File: src/bounded_undo_redo_history_unit_assert.svh
// ----------------------------------------------------------------------------
// Assertion macros for the undo/redo history unit
// Concurrent checks clocked on clk and held off while arst_n is low.
// ----------------------------------------------------------------------------
`ifndef BOUNDED_UNDO_REDO_HISTORY_UNIT_ASSERT_SVH
`define BOUNDED_UNDO_REDO_HISTORY_UNIT_ASSERT_SVH
`ifndef SYNTHESIS
`define BURH_ASSERT(lbl, cond) \
lbl: assert property (@(posedge clk) disable iff (!arst_n) (cond)) \
	else $error("check failed: condition");
`define BURH_ASSERT_NEXT(lbl, ante, cons) \
lbl: assert property (@(posedge clk) disable iff (!arst_n) (ante) |=> (cons)) \
	else $error("check failed: next-cycle consequence");
`else
`define BURH_ASSERT(lbl, cond)
`define BURH_ASSERT_NEXT(lbl, ante, cons)
`endif
`endif

File: src/burh_pkg.sv
// ----------------------------------------------------------------------------
// burh_pkg
// Shared types and constants of the undo/redo history unit.
// ----------------------------------------------------------------------------
package burh_pkg;

	localparam int OP_W       = 2;
	localparam int CFG_W      = 5;
	localparam int CUR_OUT_W  = 32;
	localparam int CNT_OUT_W  = 5;
	localparam int OUT_TDATA_W = 48;
	localparam int OUT_TUSER_W = 2;

	typedef enum logic [OP_W-1:0] {
		OP_SAVE  = 2'd0,
		OP_UNDO  = 2'd1,
		OP_REDO  = 2'd2,
		OP_CLEAR = 2'd3
	} op_t;

	// Commands from the controller to the datapath.
	typedef struct packed {
		logic load;  // latch the beat and read both store tops
		logic exec;  // apply the operation and load the result register
	} cmd_t;

	typedef struct packed {
		logic                 error;
		logic [CNT_OUT_W-1:0] redo_count;
		logic [CNT_OUT_W-1:0] undo_count;
		logic                 has_current;
		logic [CUR_OUT_W-1:0] current_out;
	} result_t;

endpackage

File: src/burh_controller.sv
// ----------------------------------------------------------------------------
// burh_controller
// Handshake control: accepts a beat, then applies it in the execute state once the
// result register is free.
// ----------------------------------------------------------------------------
`include "bounded_undo_redo_history_unit_assert.svh"

module burh_controller (
	input  logic            clk,
	input  logic            arst_n,
	input  logic            s_tvalid,
	output logic            s_tready,
	output logic            m_tvalid,
	input  logic            m_tready,
	output burh_pkg::cmd_t  cmd
);

	typedef enum logic {
		ST_IDLE,
		ST_EXEC
	} state_t;

	state_t state_q;
	logic   s_tready_q;
	logic   m_tvalid_q;

	always_comb begin
		cmd.load = s_tvalid & s_tready_q;
		cmd.exec = (state_q == ST_EXEC) & (~m_tvalid_q | m_tready);
	end

	always_ff @(posedge clk or negedge arst_n) begin
		if (!arst_n) begin
			state_q    <= ST_IDLE;
			s_tready_q <= 1'b1;
			m_tvalid_q <= 1'b0;
		end else begin
			// A new result replaces one that leaves on the same edge.
			if (cmd.exec) begin
				m_tvalid_q <= 1'b1;
			end else if (m_tvalid_q && m_tready) begin
				m_tvalid_q <= 1'b0;
			end
			case (state_q)
				ST_IDLE: begin
					if (cmd.load) begin
						state_q    <= ST_EXEC;
						s_tready_q <= 1'b0;
					end
				end
				ST_EXEC: begin
					if (cmd.exec) begin
						state_q    <= ST_IDLE;
						s_tready_q <= 1'b1;
					end
				end
				default: begin
					state_q    <= ST_IDLE;
					s_tready_q <= 1'b1;
				end
			endcase
		end
	end

	assign s_tready = s_tready_q;
	assign m_tvalid = m_tvalid_q;

	`BURH_ASSERT_NEXT(a_load_then_exec, cmd.load, state_q == ST_EXEC)
	`BURH_ASSERT_NEXT(a_exec_gives_result, cmd.exec, m_tvalid_q)
	`BURH_ASSERT(a_ready_tracks_idle, s_tready_q == (state_q == ST_IDLE))

endmodule

File: src/burh_datapath.sv
// ----------------------------------------------------------------------------
// burh_datapath
// Undo ring, redo stack, current value, counters and the result register.
// ----------------------------------------------------------------------------
`include "bounded_undo_redo_history_unit_assert.svh"

module burh_datapath #(
	parameter int HISTORY_DEPTH = 16,
	parameter int DATA_WIDTH    = 32
) (
	input  logic                         clk,
	input  logic                         arst_n,
	input  burh_pkg::cmd_t               cmd,
	input  logic [burh_pkg::OP_W-1:0]    opcode,
	input  logic [DATA_WIDTH-1:0]        value_in,
	input  logic                         cfg_we,
	input  logic [burh_pkg::CFG_W-1:0]   cfg_wdata,
	output burh_pkg::result_t            result
);

	localparam int AW = $clog2(HISTORY_DEPTH);
	localparam int CW = $clog2(HISTORY_DEPTH + 1);
	localparam logic [AW-1:0] TOP_LAST  = AW'(HISTORY_DEPTH - 1);
	localparam logic [CW-1:0] FILL_FULL = CW'(HISTORY_DEPTH);

	logic [DATA_WIDTH-1:0] undo_mem [HISTORY_DEPTH];
	logic [DATA_WIDTH-1:0] redo_mem [HISTORY_DEPTH];

	burh_pkg::op_t              op_q;
	logic [DATA_WIDTH-1:0]      val_q;
	logic [DATA_WIDTH-1:0]      undo_rd_q;
	logic [DATA_WIDTH-1:0]      redo_rd_q;
	logic [AW-1:0]              undo_top_q;
	logic [CW-1:0]              undo_fill_q;
	logic [CW-1:0]              redo_fill_q;
	logic [DATA_WIDTH-1:0]      cur_q;
	logic                       cur_valid_q;
	logic [burh_pkg::CFG_W-1:0] max_saving_q;
	burh_pkg::result_t          result_q;

	logic [AW-1:0]         top_inc;
	logic [AW-1:0]         top_dec;
	logic [AW-1:0]         redo_raddr;
	logic [CW-1:0]         fill_inc;
	logic [CW-1:0]         limit;
	logic [AW-1:0]         top_n;
	logic [CW-1:0]         fill_n;
	logic [CW-1:0]         rfill_n;
	logic [DATA_WIDTH-1:0] cur_n;
	logic                  valid_n;
	logic                  err_n;
	logic                  undo_we;
	logic                  redo_we;
	logic [63:0]           cur_wide;
	logic [63:0]           fill_wide;
	logic [63:0]           rfill_wide;

	// Effective undo limit: zero or anything above the depth means the depth.
	function automatic logic [CW-1:0] limit_of(input logic [burh_pkg::CFG_W-1:0] m);
		logic big;
		big = (32'(m) > 32'(HISTORY_DEPTH));
		if (m == '0 || big) begin
			return FILL_FULL;
		end
		return CW'(m);
	endfunction

	assign top_inc    = (undo_top_q == TOP_LAST) ? '0 : undo_top_q + 1'b1;
	assign top_dec    = (undo_top_q == '0) ? TOP_LAST : undo_top_q - 1'b1;
	assign redo_raddr = (redo_fill_q == '0) ? '0 : AW'(redo_fill_q - 1'b1);
	assign fill_inc   = (undo_fill_q < FILL_FULL) ? undo_fill_q + 1'b1 : undo_fill_q;
	assign limit      = limit_of(max_saving_q);

	always_comb begin
		top_n   = undo_top_q;
		fill_n  = undo_fill_q;
		rfill_n = redo_fill_q;
		cur_n   = cur_q;
		valid_n = cur_valid_q;
		err_n   = 1'b0;
		undo_we = 1'b0;
		redo_we = 1'b0;
		case (op_q)
			burh_pkg::OP_SAVE: begin
				rfill_n = '0;
				if (cur_valid_q) begin
					undo_we = 1'b1;
					top_n   = top_inc;
					fill_n  = (fill_inc > limit) ? limit : fill_inc;
				end
				cur_n   = val_q;
				valid_n = 1'b1;
			end
			burh_pkg::OP_UNDO: begin
				if (undo_fill_q == '0) begin
					err_n = 1'b1;
				end else begin
					if (cur_valid_q && redo_fill_q < FILL_FULL) begin
						redo_we = 1'b1;
						rfill_n = redo_fill_q + 1'b1;
					end
					top_n   = top_dec;
					fill_n  = undo_fill_q - 1'b1;
					cur_n   = undo_rd_q;
					valid_n = 1'b1;
				end
			end
			burh_pkg::OP_REDO: begin
				if (redo_fill_q == '0) begin
					err_n = 1'b1;
				end else begin
					// A redo pushes without trimming to the limit.
					if (cur_valid_q) begin
						undo_we = 1'b1;
						top_n   = top_inc;
						fill_n  = fill_inc;
					end
					rfill_n = redo_fill_q - 1'b1;
					cur_n   = redo_rd_q;
					valid_n = 1'b1;
				end
			end
			default: begin
				top_n   = '0;
				fill_n  = '0;
				rfill_n = '0;
				cur_n   = '0;
				valid_n = 1'b0;
			end
		endcase
		cur_wide   = 64'(cur_n);
		fill_wide  = 64'(fill_n);
		rfill_wide = 64'(rfill_n);
	end

	always_ff @(posedge clk) begin
		if (cmd.exec && undo_we) begin
			undo_mem[undo_top_q] <= cur_q;
		end
		if (cmd.load) begin
			undo_rd_q <= undo_mem[top_dec];
		end
	end

	always_ff @(posedge clk) begin
		if (cmd.exec && redo_we) begin
			redo_mem[AW'(redo_fill_q)] <= cur_q;
		end
		if (cmd.load) begin
			redo_rd_q <= redo_mem[redo_raddr];
		end
	end

	always_ff @(posedge clk) begin
		if (cmd.load) begin
			op_q  <= burh_pkg::op_t'(opcode);
			val_q <= value_in;
		end
		if (cmd.exec) begin
			result_q.current_out <= valid_n ? cur_wide[burh_pkg::CUR_OUT_W-1:0] : '0;
			result_q.has_current <= valid_n;
			result_q.undo_count  <= fill_wide[burh_pkg::CNT_OUT_W-1:0];
			result_q.redo_count  <= rfill_wide[burh_pkg::CNT_OUT_W-1:0];
			result_q.error       <= err_n;
		end
	end

	always_ff @(posedge clk or negedge arst_n) begin
		if (!arst_n) begin
			undo_top_q   <= '0;
			undo_fill_q  <= '0;
			redo_fill_q  <= '0;
			cur_q        <= '0;
			cur_valid_q  <= 1'b0;
			max_saving_q <= '0;
		end else begin
			if (cfg_we) begin
				max_saving_q <= cfg_wdata;
			end
			if (cmd.exec) begin
				undo_top_q  <= top_n;
				undo_fill_q <= fill_n;
				redo_fill_q <= rfill_n;
				cur_q       <= cur_n;
				cur_valid_q <= valid_n;
			end else if (cfg_we) begin
				// Lowering the limit drops the oldest entries at once.
				if (undo_fill_q > limit_of(cfg_wdata)) begin
					undo_fill_q <= limit_of(cfg_wdata);
				end
			end
		end
	end

	assign result = result_q;

	`BURH_ASSERT(a_fill_bound, ({1'b0, undo_fill_q} + {1'b0, redo_fill_q}) <= (CW + 1)'(HISTORY_DEPTH))
	`BURH_ASSERT(a_empty_without_current, cur_valid_q || (undo_fill_q == '0 && redo_fill_q == '0))

endmodule

File: src/bounded_undo_redo_history_unit.sv
// ----------------------------------------------------------------------------
// bounded_undo_redo_history_unit
// Bounded undo/redo history with a stream input, a stream output and one
// configuration register (max_saving).
// ----------------------------------------------------------------------------
// One result beat follows every input beat. An operation has a load step and an
// execute step: the cycle of acceptance reads both store tops through their
// registered read ports, and the execute state then applies the operation and
// loads the result register. No new beat is accepted before that execute step.
// A new beat is accepted while the previous result still waits on the output;
// the execute step waits only if that result has not been taken. The stores need
// no clearing pass after reset: the fill counts guard every read. Write
// max_saving only while the block is idle; a lowered limit trims the undo
// history at once.
// ----------------------------------------------------------------------------
module bounded_undo_redo_history_unit #(
	parameter int HISTORY_DEPTH = 16,
	parameter int DATA_WIDTH    = 32
) (
	input  logic                               clk,
	input  logic                               arst_n,
	input  logic                               s_tvalid,
	output logic                               s_tready,
	// value_in [DATA_WIDTH-1:0], zero padding above
	input  logic [((DATA_WIDTH+7)/8)*8-1:0]    s_tdata,
	// opcode [1:0]
	input  logic [burh_pkg::OP_W-1:0]          s_tuser,
	output logic                               m_tvalid,
	input  logic                               m_tready,
	// current_out [31:0], undo_count [36:32], redo_count [41:37], zeros above
	output logic [burh_pkg::OUT_TDATA_W-1:0]   m_tdata,
	// has_current [0], error [1]
	output logic [burh_pkg::OUT_TUSER_W-1:0]   m_tuser,
	input  logic                               cfg_we,
	input  logic [burh_pkg::CFG_W-1:0]         cfg_wdata
);

	burh_pkg::cmd_t    cmd;
	burh_pkg::result_t result;

	burh_controller u_ctrl (
		.clk      (clk),
		.arst_n   (arst_n),
		.s_tvalid (s_tvalid),
		.s_tready (s_tready),
		.m_tvalid (m_tvalid),
		.m_tready (m_tready),
		.cmd      (cmd)
	);

	burh_datapath #(
		.HISTORY_DEPTH (HISTORY_DEPTH),
		.DATA_WIDTH    (DATA_WIDTH)
	) u_dp (
		.clk       (clk),
		.arst_n    (arst_n),
		.cmd       (cmd),
		.opcode    (s_tuser),
		.value_in  (s_tdata[DATA_WIDTH-1:0]),
		.cfg_we    (cfg_we),
		.cfg_wdata (cfg_wdata),
		.result    (result)
	);

	assign m_tdata = burh_pkg::OUT_TDATA_W'({result.redo_count, result.undo_count,
		result.current_out});
	assign m_tuser = {result.error, result.has_current};

endmodule

File: config.mk
export PLATFORM = sky130hd
export DESIGN_NAME = bounded_undo_redo_history_unit
export DESIGN_NICKNAME = d
export VERILOG_FILES = /design/src/burh_pkg.sv /design/src/burh_controller.sv /design/src/burh_datapath.sv /design/src/bounded_undo_redo_history_unit.sv
export VERILOG_INCLUDE_DIRS = /design/src /design/src/src
export SDC_FILE = /design/constraint.sdc
export NUM_CORES = 1
export LEC_CHECK = 0
export ABC_AREA = 1
export BUFFER_PORTS_ARGS = -buffer_cell sky130_fd_sc_hd__buf_2
export CORE_MARGIN = 3
export CORE_UTILIZATION = 43
export CTS_BUF_LIST = sky130_fd_sc_hd__clkbuf_16
export CTS_CLUSTER_DIAMETER = 40
export DETAILED_ROUTE_END_ITERATION = 10
export GPL_ROUTABILITY_DRIVEN = 0
export GPL_TIMING_DRIVEN = 0
export PLACE_DENSITY = 0.59
export SLEW_MARGIN = 40
export SYNTH_ARGS = -nofsm -noshare
export SYNTH_HDL_FRONTEND = slang
export SYNTH_SLANG_ARGS = --single-unit
File: constraint.sdc
create_clock -name clk -period 9.9 [get_ports clk]
set_input_delay 0.99 -clock clk [delete_from_list [all_inputs] [get_ports clk]]
set_output_delay 0.99 -clock clk [all_outputs]
set_load 0.02 [all_outputs]
# After elaboration in Yosys (flattened, before gate mapping)
# Memory sizes are Yosys's and may differ from the RTL's. A register that Yosys moved wholly into a read port is not among the register bits.
# Cells that the tools add are included.
[op_classes]
n_addsub = 6
mul = 0
div_mod_pow = 0
order_cmp = 6
n_eq_ne = 7
shifts = 0
muxes = 62
bitwise = 5
reduce_logical = 18
[ops]
columns = ["cell", "n"]
rows = [
  ["$pmux 32 s3", 1],
  ["$mux 5", 19],
  ["$mux 32", 2],
  ["$mux 1", 26],
  ["$mux 4", 6],
  ["$logic_not 5->1", 4],
  ["$pmux 5 s3", 1],
  ["$pmux 4 s3", 1],
  ["$add 5x1->5 const B", 2],
  ["$gt 5x5->1", 2],
  ["$gt 5x5->1 const B", 2],
  ["$lt 5x5->1 const B", 2],
  ["$pmux 5 s2", 1],
  ["$sub 5x1->5 const B", 2],
  ["$pmux 1 s2", 4],
  ["$ne 2x2->1 const B", 3],
  ["$reduce_bool 2->1", 3],
  ["$add 4x1->4 const B", 1],
  ["$eq 4x4->1 const B", 1],
  ["$logic_and 1x1->1", 4],
  ["$logic_not 4->1", 1],
  ["$reduce_and 2->1", 2],
  ["$sub 4x1->4 const B", 1],
  ["$pmux 1 s3", 1],
  ["9 further kinds", 12],
]
[totals]
ff_bits = 133
latch_bits = 0
ram_bits = 1024
rom_bits = 0
output_inout_bits = 52
wordCells = 122
memories = 2
[mem_list]
columns = ["name", "depth", "word_bits", "rd", "rd_clocked_by_memory_dff", "wr", "line", "source"]
rows = [
  ["u_dp.redo_mem", 16, 32, 1, 1, 1, "burh_datapath.sv:27", "logic [DATA_WIDTH-1:0] redo_mem [HISTORY_DEPTH];"],
  ["u_dp.undo_mem", 16, 32, 1, 1, 1, "burh_datapath.sv:26", "logic [DATA_WIDTH-1:0] undo_mem [HISTORY_DEPTH];"],
]

# Longest topological paths before layout
[logic_depth]
word_depth = 16
ltp_mapped = 17

# Modules after synthesis
# From an unflattened synthesis, not the netlist that was laid out.
[hier_totals]
cells_unflattened = 4195
hier_area_um2 = 49841.6
[modules_own_cells]
columns = ["module", "n_inst", "cells_each", "area_per_inst_um2"]
rows = [
  ["burh_datapath", 1, 4171, 49662.6],
  ["burh_controller", 1, 17, 130.1],
  ["bounded_undo_redo_history_unit", 1, 7, 48.8],
]

# Least setup slack after synthesis
# No wires, ideal clock.
[synth_timing]
path_type = "input port to flip-flop"
startpoint = "in m_tready"
endpoint = "mem u_dp.undo_mem[12][0] (enable)"
setup_ns = 0.461
arrival_time_ns = 3.888
required_time_ns = 9.439
slack_ns = 5.551
cell_stages = 6
cell_sequence = "inv_1 > nand2_1 > nand2_1 > nor3_1 > inv_2 > nor3_1"
[synth_between]
elab_chain_len = 5
[synth_lines]
columns = ["item", "line", "source"]
rows = [
  ["from (decl)", "bounded_undo_redo_history_unit.sv:29", "input logic m_tready,"],
  ["$or 1x1->1", "burh_controller.sv:29", "cmd.exec = (state_q == ST_EXEC) & (~m_tvalid_q | m_tready);"],
  ["$and 1x1->1", "burh_controller.sv:29", ""],
  ["$logic_and 1x1->1", "burh_datapath.sv:137", "if (cmd.exec && undo_we) begin"],
  ["$mux 1", "burh_datapath.sv:137", ""],
  ["$mux 1 (implied by the code)", "burh_datapath.sv:138", "undo_mem[undo_top_q] <= cur_q;"],
  ["to (decl)", "burh_datapath.sv:26", ""],
]
# Every way passes these cells.

# Worst setup path in the final report
[layout_timing]
startpoint = "reg u_dp.undo_top_q[0]"
endpoint = "reg u_dp.undo_rd_q[11] (read register of u_dp.undo_mem), data pin"
[layout_between]
elab_chain_len = 2
[layout_lines]
columns = ["item", "line", "source"]
rows = [
  ["from (decl)", "burh_datapath.sv:33", "logic [AW-1:0] undo_top_q;"],
  ["from (signal assigned)", "burh_datapath.sv:181", "undo_top_q <= top_n;"],
  ["$sub 4x1->4 / $logic_not 4->1 (equally long branches)", "burh_datapath.sv:69", "assign top_dec = (undo_top_q == '0) ? TOP_LAST : undo_top_q - 1'b1;"],
  ["$mux 4 *", "burh_datapath.sv:69", ""],
  ["to (decl)", "burh_datapath.sv:31", "logic [DATA_WIDTH-1:0] undo_rd_q;"],
]
# Mark *: on every way between the ends. The rest lies on a longest branch, timed or not.
# A chain may end at the register's enable or synchronous reset.

==> run_results.csv <==
group,metric,value,unit
outcome,status,"completed",
logic_synthesis,yosys.area_share.simple,11.23,%
timing,final_hold_viol_count,0,
timing,setup_violations,0,
timing,maxSlewViolCount,0,
logic_synthesis,synth_seq_cells,1221,
logic_synthesis,synth_top_area_share,70.20,%
worst_setup_path,crit_end,"u_dp.undo_rd_q[11]$_DFFE_PP_",
logic_synthesis,yosys_warnings,0,
logic_synthesis,syn_inst,4065,
logic_synthesis,synthMuxAreaShare,0.3411,%
worst_setup_path,crit_fanout,10,
logic_synthesis,yosysTopAreaCell,"edfxtp_1",
logic_synthesis,synth_area_leaders,"edfxtp_1 70%, nand2_1 7.8%, o21ai_0 3.6%",
cts,clock-root-buffer,"clkbuf_16",
die,rows,124,
logic_synthesis,syn_area,0.04988,mm2
logic_synthesis,syn_area_per_cell,12.27,um2
grt,grt_max_degree,80,
worst_setup_path,end_kind,"flip-flop",
layout,area_delta_synth_final,19.70,%
worst_setup_path,path_buf_inv,7,
timing,relSlewSlack,35.53,%
worst_setup_path,cp.required,10380,ps
cts,cts_resized,0,
route,drt_iter0_drc,4828,
route,dr.pass1.iters,6,
grt,grt_util_all_layers,26.28,%
logic_synthesis,synthAdderAreaFrac,0.7274,%
logic_synthesis,synth_xor_area_share,0.1229,%
timing,max_clock_freq,180.7,MHz
placement,portBuffers,89,
cts,clock_path_buffers,3,
timing,skew,47.28,ps
layout,drive_gt1_share,14.17,%
worst_setup_path,reg2reg_slack,4360,ps
cts,clkSinkCount,1221,
placement,place_inst,5777,
die,initial_core_util,43.50,%
logic_synthesis,synth_top_family_by_area,"simple AND/OR/NAND/NOR gates",
job,drv_cap,0,
worst_setup_path,path_class,"reg2reg",
layout,layout.nets,4499,
route,wirelength,160.2,mm
timing,setup_slack,4365,ps
worst_setup_path,arrival,6010,ps
placement,dpl_worst_slack,4617,ps
die,die_w,346.6,um
worst_setup_path,start_kind,"flip-flop",
worst_setup_path,path_delay_family,"buffers and inverters",
die,core_region_area,0.1147,mm2
worst_hold_path,holdCritPathClass,"in2async",
logic_synthesis,ys_seq_area_share,72.96,%
worst_setup_path,r2r_cells,13,
logic_synthesis,ys.flop_type,"edfxtp_1",
route,wl_per_cell,26.39,um
timing,rsz0062_at_grt,"false",
worst_setup_path,worstSetupStartpoint,"u_dp.undo_top_q[0]$_DFFE_PN0P_",
timing,tightest_slew,967.1,ps
layout,final_cell_mix,"1,166 x edfxtp_1, 1,043 x nand2_1, 355 x o21ai_0",
grt,grt_first_pass_wirelength,228.3,mm
cts,post_cts_buffers,0,
timing,min_period,5535,ps
logic_synthesis,ys_async_sr_fraction,4.505,%
layout,n_antenna_cell,0,
worst_setup_path,slowest_stage,"clkbuf_1",
die,dieArea,0.1201,mm2
route,ant_nets,0,
layout,final_cell_count_no_fill,6072,
cts,cts_tree,"yes",
die,pin_count,96,
placement,dp_hpwl,109.5,mm
logic_synthesis,synth_edf_count,1166,
logic_synthesis,ys_types,38,
cts,hold_buffers,0,
cts,cts_buffers,159,
route,vias_per_cell,5.721,
timing,setup-tns-final,0,ps
worst_setup_path,crit_chain,"clkbuf_1 > clkbuf_1 > clkbuf_1 > inv_1 > ha_1 > inv_1 > clkbuf_1 > clkbuf_1 > a21oi_1 > o21ai_0 > o211ai_1 > nand3_1 > nand2_1",
worst_setup_path,rr_endpoint,"u_dp.undo_rd_q[11]$_DFFE_PP_",
logic_synthesis,synth-compound-area-share,10.83,%
route,detail_route.drc_violations,0,
worst_setup_path,cpMostUsedCell,"clkbuf_1",
cts,cts-htree-levels,4,
grt,grt_overflow_total,0,
worst_setup_path,critPathMaxStageDelay,690,ps
layout,layout_commonest_cell,"edfxtp_1",
grt,antenna_found_initial,2,
die,fp.dieH,346.6,um
timing,fin_crit_sh,55.91,%
cts,clkSlewWorstSetupHoldPaths,60,ps
route,vias,34738,
cts,clock_latency,790,ps
worst_setup_path,r2r-start,"u_dp.undo_top_q[0]$_DFFE_PN0P_",
grt,first_global_vias,32888,
worst_setup_path,crit_cells,13,
-- worst reg2reg max path, cell delays in order (launching register included) --
cell	delay, ps
dfrtp_1	380
clkbuf_1	660
clkbuf_1	620
clkbuf_1	690
inv_1	240
ha_1	400
inv_1	180
clkbuf_1	670
clkbuf_1	610
a21oi_1	70
o21ai_0	250
o211ai_1	180
nand3_1	130
nand2_1	160
-- how the worst min path moves through the flow --
stage / endpoint / from / cells past startpoint / slack [ps]
floorplan: u_ctrl.m_tvalid$_DFFE_PN0P_ / u_ctrl.state_q$_DFF_PN0_ / 2 / 460
global placement: u_ctrl.m_tvalid$_DFFE_PN0P_ / u_ctrl.m_tvalid$_DFFE_PN0P_ / 2 / 480
detailed placement: u_ctrl.m_tvalid$_DFFE_PN0P_ / u_ctrl.m_tvalid$_DFFE_PN0P_ / 2 / 480
CTS: u_ctrl.m_tvalid$_DFFE_PN0P_ / arst_n / 1 / 80
global route: u_ctrl.m_tvalid$_DFFE_PN0P_ / arst_n / 1 / 100
finish: u_ctrl.m_tvalid$_DFFE_PN0P_ / arst_n / 1 / 110
-- through the flow --
| step | hold slack, ps | utilization (%) | instance area (um2) |
|---|---|---|---|
| 2_1_floorplan | 459.6 | - | 49900 |
| 3_3_place_gp | 475.5 | 45.56 | 52240 |
| 3_5_place_dp | 479.7 | 47.29 | 54220 |
| 4_1_cts | 78.19 | 52.06 | 59690 |
| 5_1_grt | 102.2 | 52.08 | 59710 |
| 6_report | 113.5 | 52.08 | 59710 |
-- synth_stat cells, types with 7 or more instances --
cell type  instances
edfxtp_1        1166
nor2_1            86
a31oi_1           16
o211ai_1         183
nor3_1            10
o21ai_0          355
inv_1            184
buf_1              7
buf_2             59
nand4_1           39
mux2i_1           17
a21oi_1          300
o21ai_1           56
clkbuf_1         185
dfrtp_1           54
o22ai_1            7
ha_1              29
o211ai_2          25
buf_4             10
nand3_1          198
nand2_1         1043
-- sequential cells by signal, indices dropped and copies added, names as in the netlist, 2 cells and up --
register,count
u_dp.redo_mem,512
u_dp.undo_top_q,4
u_dp.undo_rd_q,32
u_dp.cur_q,32
u_dp.op_q,2
u_dp.undo_mem,512
u_dp.redo_rd_q,32
u_dp.undo_fill_q,5
u_dp.redo_fill_q,5
u_dp.max_saving_q,5
u_dp.result,44
u_dp.val_q,32
-- per-layer routing --
layer / GRT usage, % / part of all wire, % / up-vias
met5: 0 / 0 / -
met4: 9.760 / 3.4 / 0
met3: 5.717 / 11 / 290
met2: 39.37 / 44 / 2070
met1: 37.82 / 42 / 16994
li1: - / - / 15384
-- final cells by class --
cell class,count,area [um2]
buffer,267,1186
fill,9627,54950
clock inverter,136,1494
timing repair buffer,195,2136
clock buffer,159,3979
tap,1512,1892
multi-input combinational,2389,11850
sequential,1221,36440
inverter,193,734.5
-- cell families (layout without fill, tap and decap cells) --
kind of cell,Yosys count,count (layout)
simple gates,1386,1386
flops,1221,1221
compound gates,944,944
buf+inv,460,950
fa+ha+maj,29,29
mux,17,17
xor+xnor,7,7
other cells,1,6
Power is not shown: default switching activity piles up to over one toggle a cycle in this logic, so the estimate is an artifact.
